==> src/hw/rtl/cls_pkg.sv <==
// Shared types and constants for the compacting list store.
// Holds action and status codes, the cell control struct and the state encoding.
// No dependencies.
package cls_pkg;

  // Action codes carried in the input transfer
  localparam logic [1:0] ACT_APPEND = 2'd0;
  localparam logic [1:0] ACT_READ   = 2'd1;
  localparam logic [1:0] ACT_WRITE  = 2'd2;
  localparam logic [1:0] ACT_REMOVE = 2'd3;

  // Status codes returned with each result
  localparam logic [1:0] ST_OK    = 2'd0;
  localparam logic [1:0] ST_RANGE = 2'd1;
  localparam logic [1:0] ST_FULL  = 2'd2;

  // Bit pattern of -1.0, returned on a read with a bad index
  localparam logic [31:0] RD_ERR_WORD = 32'hBF80_0000;

  localparam int WORD_W  = 32;
  localparam int IDX_W   = 8;
  localparam int FILL_W  = 9;
  // Cells folded into one register of the read tree
  localparam int GRP_SZ  = 16;

  // Per-cycle command broadcast to every cell
  typedef struct packed {
    logic do_wr;   // overwrite the cell at idx
    logic do_app;  // load the cell at count
    logic do_rem;  // cells at and above idx take their upper neighbor
  } cls_cell_ctl_t;

  // Sequencer states, one-hot
  typedef enum logic [2:0] {
    S_IDLE = 3'b001,
    S_RED  = 3'b010,
    S_OUT  = 3'b100
  } cls_state_t;

endpackage

==> src/hw/rtl/cls_cell.sv <==
// One storage cell of the list chain: holds one word.
// Loads the new word, takes its upper neighbor on a remove, or holds.
// Depends on cls_pkg.
module cls_cell
  import cls_pkg::*;
#(
  parameter int CW       = 9,
  parameter int CELL_IDX = 0
) (
  input  logic              clk,
  input  cls_cell_ctl_t     ctl,
  input  logic [CW-1:0]     idx,
  input  logic [CW-1:0]     cnt,
  input  logic [WORD_W-1:0] new_word,
  input  logic [WORD_W-1:0] nbr_word,
  output logic [WORD_W-1:0] word,
  output logic [WORD_W-1:0] rd_word
);

  localparam logic [CW-1:0] MY_POS = CW'(CELL_IDX);

  logic [WORD_W-1:0] word_r;
  logic [WORD_W-1:0] word_nxt;
  logic              hit;

  assign hit = (idx == MY_POS);

  // Pick the next word for this cell
  always_comb begin
    word_nxt = word_r;
    if ((ctl.do_wr && hit) || (ctl.do_app && (cnt == MY_POS))) begin
      word_nxt = new_word;
    end else if (ctl.do_rem && (MY_POS >= idx)) begin
      word_nxt = nbr_word;
    end
  end

  always_ff @(posedge clk) begin
    word_r <= word_nxt;
  end

  assign word    = word_r;
  // Gate the stored word onto the read tree when addressed
  assign rd_word = word_r & {WORD_W{hit}};

endmodule

==> config.mk <==
export PLATFORM = sky130hd
export DESIGN_NAME = cls_cell
export DESIGN_NICKNAME = d
export VERILOG_FILES = /design/src/hw/rtl/cls_pkg.sv /design/src/hw/rtl/cls_cell.sv
export SDC_FILE = /design/constraint.sdc
export NUM_CORES = 1
export LEC_CHECK = 0
export BUFFER_PORTS_ARGS = -buffer_cell sky130_fd_sc_hd__buf_2
export CORE_ASPECT_RATIO = 0.8
export CORE_MARGIN = 3
export CORE_UTILIZATION = 38
export DETAILED_ROUTE_END_ITERATION = 10
export GPL_TIMING_DRIVEN = 0
export PLACE_DENSITY = 0.87
export SETUP_SLACK_MARGIN = 0.4
export SYNTH_ARGS = -nofsm -noshare
export SYNTH_HDL_FRONTEND = slang
export SYNTH_SLANG_ARGS = --single-unit
==> constraint.sdc <==
create_clock -name clk -period 3.3 [get_ports clk]
set_clock_uncertainty 0.1 [all_clocks]
set_input_delay 0.165 -clock clk [delete_from_list [all_inputs] [get_ports clk]]
set_output_delay 0.165 -clock clk [all_outputs]
set_load 0.01 [all_outputs]
; ---- After elaboration in Yosys (flattened, before gate mapping)
; Cells that the tools add are included.
[op_classes]
n_bitwise = 1
muxes = 2
n_lt_le_gt_ge = 1
reduce_logical = 7
[op_table]
columns = op, n
row1 = two-way mux 32 bit, 2
row2 = AND 32 bit, 1
row3 = zero test 9 bit, 2
row4 = >= comparator 1 x 9 -> 1 bit (first input constant), 1
row5 = logical AND 1 bit, 3
row6 = nonzero test 2 bit, 1
row7 = logical OR 1 bit, 1
[word_totals]
word_cells = 12
ff_bits = 32
in_bits = 86
out_inout_bits = 64

; ---- Depth between registers and ports, before layout
[logic_depth]
word_depth = 4
mapped_depth = 5
ltp_nobuf = 4

; ---- Least setup slack after synthesis
; OpenSTA, ideal clock, no wires.
[synth_path]
kind = input to register
start = in idx[6]
end = reg word_r[0] (netlist: word[0]) (enable)
t_arrival_ps = 2084
cell_stages = 5
n_path_buf = 1
setup_slack_ps = 726
setup_time_ps = 389
required_ps = 2811
path_cell_list = or4_4 nor4_4 a21oi_4 buf_6 nand2_1
[synth_via]
elab_chain_cells = 4
elab_cells_between_ends = 6
cone_classes = order compare: 1 / reduce/logical: 5
[synth_lines]
columns = item, line
row1 = from (decl), cls_cell.sv:12  ; input logic [CW-1:0] idx,
row2 = branches (longest 3 deep; another with >= comparator 1 x 9 -> 1 bit), --
row3 = nonzero test 2 bit (no source line) *, --
row4 = to (signal assigned), cls_cell.sv:39  ; word_r <= word_nxt;
row5 = to (decl), cls_cell.sv:22  ; logic [WORD_W-1:0] word_r;
; Mark *: on every way between the ends.
; A chain may end at the register's enable or synchronous reset.

; ---- Final worst setup path
[layout_path]
start = in idx[6]
end = reg word_r[19] (netlist: word[19]) (enable)
; Same word-level chain as after synthesis.

==> flow_metrics.py <==
metrics = {
    "logic_synthesis": {
        "ys_seq_area_share_pct": 54.5,
        "ys_seq_elements": 32,
        "yosysTopAreaCellShare_pct": 54.5,
        "ys_top_cells_by_area": "edfxtp_1 (54%), mux2_4 (25%), and2_1 (10%)",
        "yosys_warnings": 0,
        "synth_cells": 111,
        "syn_area_per_cell_sq_um": 15.9,
        "syn_area_sq_um": 1760,
        "post-synth-top-area-cell": "edfxtp_1",
        "syn_nets": 197,
        "synth_cell_types": 14,
    },
    "sta": {
        "totalNegativeSetupSlack_ns": 0,
        "worst_slew_pin_slew_ns": 0.734,
        "rsz0062_at_grt": "no",
        "hold_viol": 0,
        "period_needed_ns": 2.49,
        "finalSetupViolations": 0,
        "fmax_ghz": 0.402,
        "maxSlewHeadroom_pct": 50.9,
        "fin_ws_ns": 0.810,
        "finalCritPeriodShare_pct": 75.4,
        "finalMaxSlewViolations": 0,
    },
    "global_route": {
        "grt_first_pass_wirelength_microns": 6460,
        "antenna_found_initial": 0,
        "grt.overflow.total": 0,
        "first_global_vias": 1362,
        "grt_use_total_pct": 16.5,
        "grt_max_degree": 33,
    },
    "die": {
        "row_count": 21,
        "die_w_microns": 82.2,
        "initial_core_util_pct": 40.7,
        "die_h_microns": 66.9,
        "pin_count": 150,
        "core-area_sq_um": 4340,
        "dieArea_sq_um": 5500,
    },
    "setup_path": {
        "required_ns": 3.11,
        "worstSetupStartpointType": "primary input",
        "max_stage_delay_ns": 0.56,
        "end_kind": "register",
        "slowest_stage": "nand2_2",
        "path_cells": "buf_2 -> or4_4 -> nor4_4 -> clkbuf_1 -> nand2_1 -> nand2_2",
        "path_max_fanout": 32,
        "endpoint": "word[19]$_DFFE_PP_",
        "path_class": "in -> reg",
        "startpoint": "idx[6]",
        "worst_ep_arrival_time_ns": 2.29,
    },
    "cts": {
        "clockBufferDepth": 2,
        "clockRootBuffer": "clkbuf_8",
        "cts.sinks": 32,
        "cts_tree": "done",
        "cts_buffers": 5,
        "cts.htree.levels": 2,
        "hold_buffers": 0,
        "clk_pin_slew_ns": 0.07,
    },
    "finish": {
        "synthToLayoutAreaGrowth_pct": 52.5,
        "drive_gt1_share_pct": 73.5,
        "largest_reg_flops": 32,
        "nets": 353,
        "num_antenna_cells": 0,
        "stdcell_count": 325,
    },
    "placed_design": {
        "globalplace.congestion": 0.705,
        "hpwlAfterDp_microns": 3880,
        "place_inst": 317,
        "dp_slack_ns": 0.0556,
        "io_buffer_count": 149,
    },
    "detailed_routing": {
        "route.detailed.wl_per_inst_microns": 14.4,
        "via_per_inst": 4.54,
        "drt-pass1-iter-count": 4,
        "via_count": 1474,
        "ant_nets": 0,
        "drc": 0,
        "wirelength_microns": 4690,
        "drtIter0Drc": 28,
    },
    "flow_run": {
        "drv_cap": 0,
    },
    "worst_hold_path": {
        "hp-class": "in -> reg",
        "hp-start": "new_word[29]",
    },
    "power_and_ir_drop": {
        "p_leak_nw": 1.42,
        "peakVddDrop_v": 0.000198,
        "pwr_density_cell_nw_per_um2": 333,
    },
    "outcome": {
        "outcome": "complete, no violations",
    },
}
-- area by class of cell --
class / instances / area (sq um)
clock buffers: 5 / 68.8
fillers: 352 / 1650
clock inverters: 3 / 37.5
well taps: 57 / 71.3
plain buffers: 6 / 45.0
multi-input cells: 73 / 761
repair buffers: 149 / 746
flip-flops and latches: 32 / 961
-- repair_timing --
action                                  CTS  global route
endpoints found under the setup margin   32             0
resized for setup                         1             0
setup buffers                             0             0
-- metrics by stage --
| step | power (mW) | hold WS [ns] | utilization (%) | instance area [sq um] |
|---|---|---|---|---|
| floorplan | 0.491 | 0.282 | - | 1760 |
| global placement | 0.542 | 0.366 | 59.5 | 2580 |
| detailed placement | 0.546 | 0.369 | 59.5 | 2580 |
| CTS | 0.902 | 0.0724 | 62.0 | 2690 |
| global route | 0.926 | 0.0715 | 62.0 | 2690 |
| finish | 0.894 | 0.0793 | 62.0 | 2690 |
-- how the worst min path moves through the flow --
stage / endpoint / slack, ns / depth (start not counted)
global route: word[27]$_DFFE_PP_ / 0.07 / 2
finish: word[29]$_DFFE_PP_ / 0.08 / 2
detailed placement: word[20]$_DFFE_PP_ / 0.37 / 2
CTS: word[29]$_DFFE_PP_ / 0.07 / 2
global placement: word[28]$_DFFE_PP_ / 0.37 / 2
floorplan: word[10]$_DFFE_PP_ / 0.28 / 1
-- where the power goes --
part           switching (mW)  internal [mW]  total (mW)
Clock                   0.139          0.220       0.358
Combinational          0.0242         0.0629      0.0871
Sequential           0.000578          0.448       0.449
-- kinds of logic (layout without fill, tap and decap cells) --
family / Yosys count / after routing / synth area share [%]
buf+inv: 6 / 163 / 2.55
compound gates: 1 / 1 / 0.922
flops: 32 / 32 / 54.5
mux: 32 / 32 / 26.6
simple gates: 40 / 40 / 15.5
-- critical path: cells and delay by family --
family / cells / cell delay (ns)
buffers and inverters: 2 / 0.44
and+or+nand+nor: 4 / 1.67
-- metal layers --
layer	up-vias	global-route usage [%]	routed length [microns]
met3	4	4.19	327
met1	686	18.7	1730
li1	715	-	-
met5	-	0	0
met4	0	6.22	55
met2	69	29.3	2570
-- cell usage after synthesis --
cell type	count
and2_1	29
or4_4	1
buf_6	3
nor4_1	2
nand2_1	2
nor4_4	1
and2_2	3
or3_1	1
edfxtp_1	32
clkbuf_1	3
and4b_1	1
mux2_4	29
mux2_2	3
a21oi_4	1
-- layout by cell type, fill, tap and decap left out --
cell type	instances
nand2_2	1
clkbuf_1	3
or4_4	1
clkinv_1	2
and2_2	3
or3_1	1
and2_1	29
nand2_1	1
nor4_1	2
and4b_1	1
a21oi_4	1
nor4_4	1
buf_6	3
mux2_4	29
bufinv_16	1
buf_2	149
mux2_2	3
clkbuf_8	5
edfxtp_1	32
(Power assumes the default switching activity.)
